### config.mk
export PLATFORM = sky130hd
export DESIGN_NAME = cascaded_delay_line_word_loader
export DESIGN_NICKNAME = d
export VERILOG_FILES = /design/src/rtl/core/cdl_pkg.sv /design/src/rtl/core/cdl_front.sv /design/src/rtl/core/cdl_fifo.sv /design/src/rtl/core/cdl_back.sv /design/src/rtl/core/cascaded_delay_line_word_loader.sv
export SDC_FILE = /design/constraint.sdc
export NUM_CORES = 1
export LEC_CHECK = 0
export BUFFER_PORTS_ARGS = -buffer_cell sky130_fd_sc_hd__buf_2
export CAP_MARGIN = 15
export CORE_UTILIZATION = 50
export DETAILED_ROUTE_END_ITERATION = 8
export PLACE_DENSITY = 0.71
export SYNTH_ARGS = -nofsm -noshare
export SYNTH_HDL_FRONTEND = slang
export SYNTH_SLANG_ARGS = --single-unit
export TNS_END_PERCENT = 1
### constraint.sdc
create_clock -name clk -period 5.4 [get_ports clk]
set_clock_uncertainty 0.1 [all_clocks]
set_input_delay 1.08 -clock clk [delete_from_list [all_inputs] [get_ports clk]]
set_output_delay 1.08 -clock clk [all_outputs]
set_load 0.01 [all_outputs]
### src/rtl/core/cdl_pkg.sv
// Shared types and constants for the cascaded delay-line word loader.
package cdl_pkg;

  localparam int unsigned DELAY_W     = 20;
  localparam int unsigned WORD_BITS   = 24;
  localparam int unsigned POS_W       = 5;
  localparam int unsigned STEPS_W     = 10;
  localparam int unsigned STAGE_W     = 8;
  localparam int unsigned STAGE_FULL  = 255;
  localparam int unsigned STAGE_STEPS = 256;
  localparam int unsigned MAX_STEPS   = 767;

  typedef logic [WORD_BITS-1:0] word_t;
  typedef logic [DELAY_W-1:0]   delay_t;
  typedef logic [POS_W-1:0]     pos_t;

endpackage

### src/rtl/core/cdl_front.sv
// Front end: accepts a delay, divides it by the step size and builds the stage word.
module cdl_front #(
  parameter int unsigned STEP_PS = 250
) (
  input  logic           clk,
  input  logic           rst,
  input  logic           start,
  input  cdl_pkg::delay_t delay_ps,
  input  logic           full,
  output logic           busy,
  output logic           push,
  output cdl_pkg::word_t word
);
  import cdl_pkg::*;

  localparam int unsigned RECIP_W   = DELAY_W + 1;
  localparam int unsigned SHIFT     = DELAY_W + $clog2(STEP_PS);
  localparam int unsigned PROD_W    = DELAY_W + RECIP_W;
  localparam int unsigned SAT_LIMIT = (MAX_STEPS + 1) * STEP_PS;
  localparam longint unsigned RECIP =
    ((64'd1 << SHIFT) + 64'(STEP_PS) - 64'd1) / 64'(STEP_PS);
  localparam logic [RECIP_W-1:0] RECIP_C = RECIP_W'(RECIP);

  typedef enum logic [1:0] {S_IDLE, S_CALC, S_DONE} state_t;

  state_t             state;
  delay_t             dly;
  logic               sat;
  logic [STEPS_W-1:0] steps;
  logic [PROD_W-1:0]  prod;
  logic               take;

  function automatic word_t build_word(input logic [STEPS_W-1:0] s);
    word_t w;
    if (s <= STEPS_W'(STAGE_FULL)) begin
      w = WORD_BITS'(s);
    end else if (s < STEPS_W'(2 * STAGE_STEPS)) begin
      w = WORD_BITS'(STAGE_FULL)
        + (WORD_BITS'(s - STEPS_W'(STAGE_STEPS)) << STAGE_W);
    end else begin
      w = WORD_BITS'((STAGE_STEPS * STAGE_STEPS) - 1)
        + (WORD_BITS'(s - STEPS_W'(2 * STAGE_STEPS)) << (2 * STAGE_W));
    end
    return w;
  endfunction

  assign busy  = (state == S_CALC) || ((state == S_DONE) && full);
  assign push  = (state == S_DONE) && !full;
  assign take  = start && !busy;
  assign prod  = PROD_W'(dly) * PROD_W'(RECIP_C);
  assign word  = build_word(steps);

  always_ff @(posedge clk) begin
    if (rst) begin
      state <= S_IDLE;
    end else begin
      unique case (state)
        S_IDLE: begin
          if (take) begin
            state <= S_CALC;
          end
        end
        S_CALC: begin
          steps <= sat ? STEPS_W'(MAX_STEPS) : prod[SHIFT +: STEPS_W];
          state <= S_DONE;
        end
        S_DONE: begin
          if (!full) begin
            state <= take ? S_CALC : S_IDLE;
          end
        end
        default: state <= S_IDLE;
      endcase
      if (take) begin
        dly <= delay_ps;
        sat <= delay_ps >= DELAY_W'(SAT_LIMIT);
      end
    end
  end

endmodule

### src/rtl/core/cdl_fifo.sv
// Two-entry word queue between the front end and the serialiser.
module cdl_fifo (
  input  logic           clk,
  input  logic           rst,
  input  logic           push,
  input  cdl_pkg::word_t push_word,
  input  logic           pop,
  output logic           full,
  output logic           empty,
  output cdl_pkg::word_t pop_word
);
  import cdl_pkg::*;

  word_t      mem [2];
  logic       wr_ptr;
  logic       rd_ptr;
  logic [1:0] count;

  assign full     = count == 2'd2;
  assign empty    = count == 2'd0;
  assign pop_word = mem[rd_ptr];

  always_ff @(posedge clk) begin
    if (push) begin
      mem[wr_ptr] <= push_word;
    end
  end

  always_ff @(posedge clk) begin
    if (rst) begin
      wr_ptr <= 1'b0;
      rd_ptr <= 1'b0;
      count  <= 2'd0;
    end else begin
      if (push) begin
        wr_ptr <= ~wr_ptr;
      end
      if (pop) begin
        rd_ptr <= ~rd_ptr;
      end
      unique case ({push, pop})
        2'b10:   count <= count + 2'd1;
        2'b01:   count <= count - 2'd1;
        default: count <= count;
      endcase
    end
  end

endmodule

### src/rtl/core/cdl_back.sv
// Back end: shifts each stage word out one bit per cycle, most significant first.
module cdl_back (
  input  logic           clk,
  input  logic           rst,
  input  logic           empty,
  input  cdl_pkg::word_t pop_word,
  output logic           pop,
  output logic           strobe,
  output logic           data_bit,
  output cdl_pkg::pos_t  bit_position,
  output cdl_pkg::word_t stage_word,
  output logic           latch_enable,
  output logic           last_bit
);
  import cdl_pkg::*;

  logic  active;
  pos_t  pos;
  word_t word;
  logic  at_end;

  assign at_end       = pos == '0;
  assign pop          = !empty && (!active || at_end);
  assign strobe       = active;
  assign data_bit     = word[pos];
  assign bit_position = pos;
  assign stage_word   = word;
  assign latch_enable = active;
  assign last_bit     = active && at_end;

  always_ff @(posedge clk) begin
    if (rst) begin
      active <= 1'b0;
      pos    <= '0;
    end else if (pop) begin
      active <= 1'b1;
      pos    <= POS_W'(WORD_BITS - 1);
      word   <= pop_word;
    end else if (active) begin
      if (at_end) begin
        active <= 1'b0;
      end else begin
        pos <= pos - POS_W'(1);
      end
    end
  end

endmodule

### src/rtl/core/cascaded_delay_line_word_loader.sv
// Cascaded delay-line word loader: delay in picoseconds to a serial 24-bit stage word.
//
// Each accepted delay yields 24 results on consecutive cycles, bit 23 first, each
// marked by strobe with latch_enable high; last_bit marks bit 0. With the queue empty
// and the serialiser idle, the first bit reaches the ports once the delay has been
// turned into a step count by reciprocal multiplication, the word has been written
// into the queue and the serialiser has loaded it. The front end takes no new delay
// while it computes a step count or while its word waits for room in the queue, and
// words queue two deep, so it takes a new delay while earlier words are still shifting;
// sustained throughput is set by the one-bit-per-cycle serialiser, and consecutive
// queued words leave without a gap. Results cannot be held off: the receiver must
// take each strobe as it comes.
module cascaded_delay_line_word_loader #(
  parameter int unsigned STEP_PS = 250
) (
  input  logic            clk,
  input  logic            rst,
  input  logic            start,
  input  cdl_pkg::delay_t delay_ps,
  output logic            busy,
  output logic            strobe,
  output logic            data_bit,
  output cdl_pkg::pos_t   bit_position,
  output cdl_pkg::word_t  stage_word,
  output logic            latch_enable,
  output logic            last_bit
);
  import cdl_pkg::*;

  logic  q_push;
  logic  q_pop;
  logic  q_full;
  logic  q_empty;
  word_t f_word;
  word_t q_word;

  cdl_front #(
    .STEP_PS (STEP_PS)
  ) u_front (
    .clk      (clk),
    .rst      (rst),
    .start    (start),
    .delay_ps (delay_ps),
    .full     (q_full),
    .busy     (busy),
    .push     (q_push),
    .word     (f_word)
  );

  cdl_fifo u_fifo (
    .clk       (clk),
    .rst       (rst),
    .push      (q_push),
    .push_word (f_word),
    .pop       (q_pop),
    .full      (q_full),
    .empty     (q_empty),
    .pop_word  (q_word)
  );

  cdl_back u_back (
    .clk          (clk),
    .rst          (rst),
    .empty        (q_empty),
    .pop_word     (q_word),
    .pop          (q_pop),
    .strobe       (strobe),
    .data_bit     (data_bit),
    .bit_position (bit_position),
    .stage_word   (stage_word),
    .latch_enable (latch_enable),
    .last_bit     (last_bit)
  );

  a_no_push_full: assert property (@(posedge clk) disable iff (rst)
    q_push |-> !q_full)
    else $error("push into full queue");

  a_no_pop_empty: assert property (@(posedge clk) disable iff (rst)
    q_pop |-> !q_empty)
    else $error("pop from empty queue");

  a_run_steps: assert property (@(posedge clk) disable iff (rst)
    strobe && !last_bit |=> strobe
      && (bit_position == POS_W'($past(bit_position) - POS_W'(1)))
      && $stable(stage_word))
    else $error("serial run broken before last bit");

  a_run_start: assert property (@(posedge clk) disable iff (rst)
    q_pop |=> strobe && (bit_position == POS_W'(WORD_BITS - 1)))
    else $error("run does not start at top bit");

endmodule

==> results.txt, run 1 <==
Worst Max-Slew Pin Slew: 987 ps
crit path cell chain: ha_1 > ha_2 > inv_2 > fa_2 > inv_2 > ha_4 > fa_1 > inv_1 > fa_1 > fa_1 > inv_2 > ha_4 > and3_4 > nand4_1 > or3_4 > a21oi_2 > nor2_2 > o21ai_2 > mux2i_1
first-pass GRT wire length: 35.5 mm
Layout area overhead: 24.3%
Crit path max-delay family: adder cells
setup tns final: -3.79 ps
Multi-input gate area: 6400 um2
status: complete, but fails checks
die height: 143 um
Fin. Hold Viols: 0
fraction of registers with async set/reset: 0
Detail Route Antenna Nets: 0
Syn Nets: 1,149
worst r2r src: u_front.dly[3]$_DFFE_PP_
die footprint: 20,500 um2
Yosys top cell area share: 0.311
row count: 51
I/O Buffers: 56
DRT iter0 DRCs: 397
TritonCTS buffer count: 17
nets@finish: 1,293
CTS tree: yes
ratio of cells with drive above 1 in the final layout: 0.294
DR pass1 iterations: 5
arrival time worst endpoint: 5560 ps
worst hold start: u_front.state[0]$_SDFFE_PP0P_
GR Overflow Total: 0
total track usage: 0.235
H-tree Lvls: 4
Critical path origin: u_front.dly[3]$_DFFE_PP_
minimum clock period: 5400 ps
critical path data required time: 5560 ps
critical path's slowest cell: fa_2
Die Width: 143 um
final worst-path setup slack: -3.79 ps
Final Setup Violations: 1
Yosys cell types: 55
Via-to-Cell Ratio: 5.35
most common cell in the netlist: inv_1
Syn Inst Count: 873
register area: 3330 um2
HPWL after detailed placement: 17.2 mm
Maximum Capacitance Violations: 0
Synth top cells by count: inv_1 (196), ha_1 (168), edfxtp_1 (103)
Crit. End Element: flip-flop
Static Leak: 5.56 nW
post-layout util: 0.636
initial antenna violation count: 0
EDFF count, synth: 103
Routed WL per cell: 17.6 um
Seq/Total Area, Yosys: 0.335
root buf cell: clkbuf_16
core area: 19,500 um2
FMAX: 185 MHz
synth top area cells: edfxtp_1 (31%), ha_1 (21%), fa_1 (17%)
CTS clk-pin slew, worst paths: 70 ps
ant diodes: 0
Clock Latency Late Sink: 420 ps
fillcell total: 1,422
synth warn: 0
Yosys top cell by area: edfxtp_1
Syn Std Cell Area: 9950 um2
fin. max-slew vios: 0
RSZ-0062 raised after global routing: true
Mapped Avg Cell Area: 11.4 um2
worst vdd ir: 0.000457 V
part of the cycle the worst path needs: 1.00
failing checks: negative setup slack
Max Root-Sink Buffers: 2
CTS sink count: 115
Synth Register Bits: 115
largest net degree at the start of global routing: 26
Worst Setup Start Kind: flip-flop
Crit path buffers/inverters: 4
Initial Util: 0.511
RePlAce Congestion: 0.921
CP peak stage delay: 560 ps
I/O Pins: 57
vias in the first global route: 6,780
power density over the cells: 558 nW/um2
Routed WL: 22.8 mm
vias post-DR: 6,922
Slew HR: 0.340
worst-path fanout max: 6
Hold Crit Class: flip-flop to flip-flop
drt drc: 0
Post-synth top flop: edfxtp_1
kind of critical path: flip-flop to flip-flop
==> kinds of logic after synthesis <==
| family | Yosys count | share of synthesized area |
|---|---|---|
| muxes | 36 | 0.0500 |
| xor gates and xnor gates | 10 | 0.00880 |
| buffers and inverters | 215 | 0.0827 |
| and+or+nand+nor | 141 | 0.0751 |
| adders and majority gates | 253 | 0.382 |
| AOI/OAI and AO/OA | 103 | 0.0663 |
| DFF | 115 | 0.335 |
==> routing by layer <==
metal | share of wire | global-route usage | vias to the layer above | wire length [um]
li1 | - | - | 3294 | -
met1 | 0.47 | 0.328 | 3442 | 10700
met2 | 0.47 | 0.373 | 161 | 10800
met3 | 0.040 | 0.0486 | 25 | 919
met4 | 0.015 | 0.0623 | 0 | 353
met5 | 0 | 0 | - | 0
==> layout by cell type (no fill, tap or decap), types with 13 or more instances in the layout <==
cell	netlist	routed
buf_2	1	56
ha_4	0	25
mux2_2	25	25
inv_1	196	183
buf_4	2	83
a21oi_1	36	26
clkbuf_16	0	17
inv_2	0	13
edfxtp_1	103	103
fa_1	85	79
ha_1	168	138
nor2_1	34	30
nand2_1	23	20
==> path summary, 6_finish.rpt <==
path | end | slack [ps] | depth (start not counted)
setup reg to reg | u_front.steps[5]$_SDFFCE_PP1P_ | -4 | 19
hold / removal | u_front.state[0]$_SDFFE_PP0P_ | 340 | 1
setup / recovery | u_front.steps[5]$_SDFFCE_PP1P_ | -4 | 19
hold reg to reg | u_front.state[0]$_SDFFE_PP0P_ | 340 | 1
==> worst reg2reg max path, stage by stage, from the launching register on <==
cell and delay, ps:
edfxtp_1 470, ha_1 320, ha_2 180, inv_2 50
fa_2 560, inv_2 40, ha_4 230, fa_1 530
inv_1 50, fa_1 450, fa_1 520, inv_2 50
ha_4 290, and3_4 240, nand4_1 160, or3_4 410
a21oi_2 130, nor2_2 70, o21ai_2 150, mux2i_1 230
==> where the power goes <==
part | internal, W | leakage, nW | switching (W)
clock | 0.000619 | 0.289 | 0.000507
sequential | 0.00110 | 1.03 | 0.0000938
combinational | 0.00217 | 4.25 | 0.00242
total | 0.00388 | 5.56 | 0.00302
==> area by class of cell <==
class | count | share of cell area
inverters | 196 | 0.0595
clock inverters | 15 | 0.0126
well taps | 265 | 0.0268
multi-input cells | 543 | 0.518
clock buffers | 17 | 0.0344
flip-flops and latches | 115 | 0.269
repair buffers | 144 | 0.0796
==> metrics by stage <==
| stage | area, um2 | setup WS, ps | cells | hold slack (ps) | total power (W) |
|---|---|---|---|---|---|
| after floorplan | 9950 | 91.6 | 873 | 306 | 0.00345 |
| after global placement | 11100 | -394 | 1249 | 322 | 0.00455 |
| after detailed placement | 11100 | -419 | 1249 | 325 | 0.00459 |
| after CTS | 12000 | -3.83 | 1291 | 336 | 0.00627 |
| after global routing | 12400 | -190 | 1295 | 372 | 0.00739 |
| final | 12400 | -3.79 | 1295 | 337 | 0.00691 |
==> what timing repair did <==
item                                    4_1_cts  5_1_grt
gates cloned                                  0        0
buffers inserted                             11        5
hold buffers                                  0        0
endpoints found under the setup margin       10       10
gates resized for setup                      52       59
pin swaps                                    36       57
==> flip-flops by register name (all words and copies together), names as in the netlist <==
signal               flops
u_back.latch_enable      1
u_fifo.count             2
u_front.steps           10
u_fifo.rd_ptr            1
u_fifo.mem              48
u_back.stage_word       24
u_front.state            2
u_front.sat              1
u_front.dly             20
u_back.bit_position      5
u_fifo.wr_ptr            1
(Power assumes the default switching activity.)
==> inputs of run 2 (changes only) <==
--- a/config.mk
+++ b/config.mk
@@ -9,7 +9,7 @@
 export CAP_MARGIN = 15
 export CORE_UTILIZATION = 50
 export DETAILED_ROUTE_END_ITERATION = 8
-export PLACE_DENSITY = 0.71
+export PLACE_DENSITY = 0.68
 export SYNTH_ARGS = -nofsm -noshare
 export SYNTH_HDL_FRONTEND = slang
 export SYNTH_SLANG_ARGS = --single-unit
==> constraint.sdc (replaced) <==
create_clock -name clk -period 5 [get_ports clk]
set_clock_uncertainty 0.1 [all_clocks]
set_input_delay 1 -clock clk [delete_from_list [all_inputs] [get_ports clk]]
set_output_delay 1 -clock clk [all_outputs]
set_load 0.01 [all_outputs]
==> run 2 against run 1 <==
The flow still finishes with violations (negative setup slack). Count of clock-buffer cells in the layout up 1. Clock power grew 7%. Cell count rose by 2.2%. Wire length rose by 0.89%. Core utilization is 0.51 points higher. Sequential power is 8% higher. Final area rose by 0.81%. Non-clock buffer count up 28. Sequential share of layout area decreased by 0.22 points. Highest routed layer unchanged.
==> results.txt, run 2 (synthesis results as in run 1) <==
GR Overflow Total: 0 (unchanged)
part of the cycle the worst path needs: 1.09 (+0.0934)
post-layout util: 0.641 (+0.00514)
register share of total power: 0.181 (+0.009)
power share of the combinational group: 0.648 (-0.017)
Static Leak: 5.66 nW (+1.7%)
failing checks: negative setup slack
Via-to-Cell Ratio: 5.27 (-1.5%)
drt drc: 0 (unchanged)
Finished Layout Cells: 1,323 (+2.2%)
I/O Buffers: 56 (unchanged)
flop-to-flop setup slack: -470 ps (-470 ps)
Die Width: 143 um (unchanged)
Clock Latency Late Sink: 420 ps (about the same)
vias in the first global route: 7,067 (+4.2%)
die height: 143 um (unchanged)
final worst-path setup slack: -470 ps (-467 ps)
kind of critical path: flip-flop to flip-flop
worst vdd ir: 0.000499 V (+9.2%)
row count: 51 (unchanged)
fin area: 12,500 um2 (+0.81%)
initial antenna violation count: 0 (unchanged)
most common cell after layout, fill and taps aside: inv_1
Maximum Capacitance Violations: 0 (unchanged)
Hold Crit Class: flip-flop to flip-flop
Slew HR: 0.361 (+0.0212)
HPWL after detailed placement: 18.4 mm (+6.8%)
Routed WL: 23.0 mm (+0.89%)
RSZ-0062 raised after global routing: true
worst-path fanout max: 3 (-3)
Power Internal: 0.00411 W (+5.9%)
first-pass GRT wire length: 36.3 mm (+2.2%)
fillcell total: 1,496 (+5.2%)
commonest cells after routing, fill and taps aside: inv_1 (180), ha_1 (139), buf_4 (106)
sw power: 0.00297 W (-1.7%)
Max Root-Sink Buffers: 2 (unchanged)
Layout area overhead: 25.3%
Critical path origin: u_front.dly[3]$_DFFE_PP_
CTS sink count: 115 (unchanged)
TritonCTS buffer count: 17 (unchanged)
DR pass1 iterations: 5 (unchanged)
Worst Setup Start Kind: flip-flop
H-tree Lvls: 4 (unchanged)
Worst Max-Slew Pin Slew: 955 ps (-31.6 ps)
Detail Route Antenna Nets: 0 (unchanged)
dpl cell area: 11,400 um2 (+3.4%)
Net Sw Frac: 0.420 (-0.0183)
largest register by flop count: u_fifo.mem
ant diodes: 0 (unchanged)
status: complete, but fails checks
die footprint: 20,500 um2 (unchanged)
core area: 19,500 um2 (unchanged)
I/O Pins: 57 (unchanged)
fin. max-slew vios: 0 (unchanged)
root buf cell: clkbuf_16
crit path to: u_front.steps[6]$_SDFFCE_PP1P_
Routed WL per cell: 17.4 um (-1.2%)
Crit. End Element: flip-flop
worst r2r src: u_front.dly[3]$_DFFE_PP_
Fin. Hold Viols: 0 (unchanged)
CTS clk-pin slew, worst paths: 60 ps (about the same)
ratio of cells with drive above 1 in the final layout: 0.291 (-0.00306)
Final Setup Violations: 10 (+9)
FMAX: 183 MHz (-1.2%)
Initial Util: 0.511 (unchanged)
minimum clock period: 5470 ps (+66.6 ps)
Total Power: 0.00708 W (+2.6%)
critical path data required time: 5160 ps (-400 ps)
R2R depth: 21 (+2)
setup tns final: -3320 ps (-3320 ps)
vias post-DR: 6,969 (+0.68%)
Clk network pwr share: 0.171 (+0.008)
max reg flops: 48 (unchanged)
power density over the cells: 568 nW/um2 (+1.8%)
nets@finish: 1,321 (+2.2%)
largest net degree at the start of global routing: 26 (unchanged)
placed insts: 1,275 (+2.1%)
RePlAce Congestion: 0.928 (+0.66%)
arrival time worst endpoint: 5630 ps (+70 ps)
total track usage: 0.240 (+0.00482)
worst reg2reg endpoint: u_front.steps[6]$_SDFFCE_PP1P_
CTS tree: yes
DRT iter0 DRCs: 395 (-0.50%)
-- run 2: worst min-delay path by stage --
stage	start	endpoint	slack, ps	depth (start not counted)
6_report	u_front.state[0]$_SDFFE_PP0P_	u_front.state[0]$_SDFFE_PP0P_	340	1
5_1_grt	u_front.state[0]$_SDFFE_PP0P_	u_front.state[0]$_SDFFE_PP0P_	380	1
4_1_cts	u_front.state[0]$_SDFFE_PP0P_	u_front.state[0]$_SDFFE_PP0P_	350	1
3_5_place_dp	u_front.state[0]$_SDFFE_PP0P_	u_front.state[0]$_SDFFE_PP0P_	340	1
3_3_place_gp	u_front.state[0]$_SDFFE_PP0P_	u_front.state[0]$_SDFFE_PP0P_	320	1
2_1_floorplan	u_front.state[0]$_SDFFE_PP0P_	u_front.state[0]$_SDFFE_PP0P_	310	1
-- run 2: power groups by stage --
stage          logic (W)  clock network [W]  registers, W
2_1_floorplan    0.00276                  0       0.00129
3_3_place_gp     0.00399                  0       0.00130
3_5_place_dp     0.00403                  0       0.00130
4_1_cts          0.00434            0.00124       0.00128
5_1_grt          0.00506            0.00127       0.00129
6_report         0.00459            0.00121       0.00128
-- run 2: per-stage QoR --
step / hold WS [ps] / worst slack, ps
after floorplan: 306 / -87.3
after global placement: 324 / -657
after detailed placement: 335 / -630
after CTS: 346 / -473
after global routing: 383 / -630
final: 339 / -470
-- run 2: repair_timing --
action,in CTS,in global routing
pin swaps,24,31
setup buffers,12,4
resized for setup,32,27
hold buffers,0,0
setup endpoints to repair,10,10
-- run 2: layout make-up --
type | count | area, um2 | area share
multi-input cells | 543 | 6300 | 0.505
flip-flops and latches | 115 | 3330 | 0.267
repair buffers | 172 | 1190 | 0.0953
inverters | 196 | 736 | 0.0590
clock buffers | 18 | 429 | 0.0344
well taps | 265 | 332 | 0.0266
clock inverters | 14 | 151 | 0.0121
-- run 2: metal layers --
| layer | part of all wire | up-vias | global-route usage |
|---|---|---|---|
| met3 | 0.042 | 19 | 0.0426 |
| met1 | 0.47 | 3453 | 0.338 |
| li1 | - | 3337 | - |
| met4 | 0.011 | 0 | 0.0560 |
| met2 | 0.48 | 160 | 0.385 |
| met5 | 0 | - | 0 |
-- run 2: worst max-delay path, cell delays in order (launching register included) --
cell,delay (ps)
edfxtp_1,410
buf_6,150
ha_4,260
ha_4,120
inv_2,50
fa_2,360
fa_1,530
inv_2,50
fa_2,450
fa_1,550
inv_1,50
fa_1,490
inv_2,50
ha_4,280
nand2_4,60
buf_6,120
nor4_4,330
nand4_1,180
o221ai_2,280
a2111oi_4,90
o21ai_1,180
mux2i_1,200
==> inputs of run 3 (changes only) <==
--- a/config.mk
+++ b/config.mk
@@ -7,9 +7,11 @@
 export LEC_CHECK = 0
 export BUFFER_PORTS_ARGS = -buffer_cell sky130_fd_sc_hd__buf_2
 export CAP_MARGIN = 15
+export CORE_MARGIN = 1
 export CORE_UTILIZATION = 50
 export DETAILED_ROUTE_END_ITERATION = 8
 export PLACE_DENSITY = 0.68
+export SLEW_MARGIN = 40
 export SYNTH_ARGS = -nofsm -noshare
 export SYNTH_HDL_FRONTEND = slang
 export SYNTH_SLANG_ARGS = --single-unit
==> constraint.sdc (replaced) <==
create_clock -name clk -period 5.53 [get_ports clk]
set_clock_uncertainty 0.1 [all_clocks]
set_input_delay 1.106 -clock clk [delete_from_list [all_inputs] [get_ports clk]]
set_output_delay 1.106 -clock clk [all_outputs]
set_load 0.01 [all_outputs]
==> run 3 against run 2 <==
The run now ends clean. Global-route usage decreased by 0.93 points. Count of clock-buffer cells in the layout increased by 4. Wire length decreased by 1.0%. Fmax about the same. Sequential share of layout area up 0.27 points. Combinational power shrank 7.4%. Critical path type unchanged.
==> results.txt, run 3 (synthesis results as in run 1) <==
status: completed
final worst-path setup slack: 61.6 ps (+532 ps)
root buf cell: clkbuf_16
HPWL after detailed placement: 17.4 mm (-5.6%)
fin. max-slew vios: 0 (unchanged)
fin area: 12,300 um2 (-0.97%)
I/O Buffers: 56 (unchanged)
Clock Latency Late Sink: 430 ps (about the same)
flop-to-flop setup slack: 60 ps (+530 ps)
fillcell total: 1,527 (+2.1%)
RSZ-0062 raised after global routing: true
hold_ws: 343 ps (+3.22 ps)
DRT iter0 DRCs: 368 (-6.8%)
Multi-input gate area: 6360 um2 (+0.95%)
Maximum Capacitance Violations: 0 (unchanged)
drt drc: 0 (unchanged)
Routed WL: 22.8 mm (-1.0%)
vias in the first global route: 6,801 (-3.8%)
Slew HR: 0.508 (+0.147)
part of the cycle the worst path needs: 0.989 (-0.105)
CTS sink count: 115 (unchanged)
Final Setup Violations: 0 (-10)
DR pass1 iterations: 5 (unchanged)
arrival time worst endpoint: 5630 ps (about the same)
max reg flops: 48 (unchanged)
RePlAce Congestion: 0.884 (-4.7%)
kind of critical path: flip-flop to flip-flop
I/O Pins: 57 (unchanged)
worst vdd ir: 0.000472 V (-5.4%)
FMAX: 183 MHz (about the same)
Static Leak: 5.54 nW (-2.1%)
ratio of cells with drive above 1 in the final layout: 0.288 (-0.00332)
Crit. End Element: flip-flop
Initial Util: 0.511 (unchanged)
ant diodes: 0 (unchanged)
Max Root-Sink Buffers: 2 (unchanged)
worst-path fanout max: 5 (+2)
most common cell after layout, fill and taps aside: inv_1
vias post-DR: 6,858 (-1.6%)
post-layout util: 0.634 (-0.00624)
worst slack, placed: -342 ps (+287 ps)
Hold Crit Class: flip-flop to flip-flop
Routed WL per cell: 17.6 um (+0.97%)
row count: 51 (unchanged)
register area: 3330 um2 (about the same)
setup tns final: 0 ps (+3320 ps)
die height: 143 um (unchanged)
Via-to-Cell Ratio: 5.29 (+0.38%)
largest register by flop count: u_fifo.mem
Detail Route Antenna Nets: 0 (unchanged)
hold-fix buffers at CTS: 0 (unchanged)
crit path cell chain: buf_6 > ha_4 > ha_1 > inv_1 > fa_1 > inv_1 > fa_1 > fa_1 > ha_1 > ha_4 > ha_4 > nand4_1 > nor4_4 > buf_4 > nand4_1 > o221ai_2 > a2111oi_4 > o21ai_1 > mux2i_1
largest net degree at the start of global routing: 26 (unchanged)
H-tree Lvls: 4 (unchanged)
Layout area overhead: 24.1%
Worst Setup Start Kind: flip-flop
CTS tree: yes
first-pass GRT wire length: 34.9 mm (-3.7%)
core area: 19,500 um2 (unchanged)
commonest cells after routing, fill and taps aside: inv_1 (180), ha_1 (136), edfxtp_1 (103)
initial antenna violation count: 0 (unchanged)
power density over the cells: 530 nW/um2 (-6.7%)
Worst Max-Slew Pin Slew: 734 ps (-221 ps)
total track usage: 0.231 (-0.00932)
TritonCTS buffer count: 17 (unchanged)
GR Overflow Total: 0 (unchanged)
dpl cell area: 11,000 um2 (-4.0%)
Die Width: 143 um (unchanged)
critical path data required time: 5690 ps (+530 ps)
CP peak stage delay: 530 ps (-20 ps)
minimum clock period: 5470 ps (-1.96 ps)
die footprint: 20,500 um2 (unchanged)
Fin. Hold Viols: 0 (unchanged)
nets@finish: 1,295 (-2.0%)
critical path's slowest cell: edfxtp_1
CTS clk-pin slew, worst paths: 60 ps (about the same)
[run 3: cell types whose count changed in the layout (fill, tap and decap cells not counted), moves of 3 or more]
cell and change:
a21oi_1 -3, a21oi_4 +3, buf_4 -22, buf_6 -4, clkbuf_16 +4, clkinv_4 +4, clkinvlp_4 -3, ha_1 -3
ha_2 +3
[run 3: cell type report]
cell class	instances	area share
inverters	196	0.0596
clock buffers	22	0.0429
well taps	265	0.0269
repair buffers	146	0.0792
clock inverters	10	0.00638
multi-input cells	543	0.515
flip-flops and latches	115	0.270
[run 3: metrics by stage]
step	cells	total power, W
after floorplan	873	0.00336
final	1297	0.00654
after global routing	1297	0.00701
after detailed placement	1240	0.00446
after CTS	1281	0.00590
after global placement	1240	0.00443
[run 3: critical path, delay by kind of cell (launching register included)]
kind | cells | cell delay (ps)
compound gates | 3 | 510
fa+ha+maj | 8 | 2820
buf+inv | 4 | 490
flops | 1 | 530
mux | 1 | 220
simple gates | 3 | 620
[run 3: timing repair]
item | CTS | global route
gates resized for setup | 29 | 75
endpoints found under the hold margin | 0 | 0
pin swaps | 24 | 65
endpoints found under the setup margin | 10 | 10
buffers inserted | 9 | 16
[run 3: layer usage]
layer	track usage	share of wire	vias to the layer above
met1	0.320	0.46	3390
met3	0.0506	0.049	20
li1	-	-	3286
met5	0	0	-
met2	0.367	0.48	162
met4	0.0594	0.011	0
[run 3: power breakdown]
part / switching [W] / internal (W) / leakage (nW)
clock network: 0.000432 / 0.000687 / 0.303
logic: 0.00222 / 0.00203 / 4.21
registers: 0.000103 / 0.00107 / 1.03
[run 3: worst paths after layout]
check,end,cells past startpoint,start
worst max-delay path,u_front.steps[6]$_SDFFCE_PP1P_,19,u_front.dly[10]$_DFFE_PP_
worst min-delay path,u_front.state[0]$_SDFFE_PP0P_,1,u_front.state[0]$_SDFFE_PP0P_
worst max register to register,u_front.steps[6]$_SDFFCE_PP1P_,19,u_front.dly[10]$_DFFE_PP_
worst min register to register,u_front.state[0]$_SDFFE_PP0P_,1,u_front.state[0]$_SDFFE_PP0P_
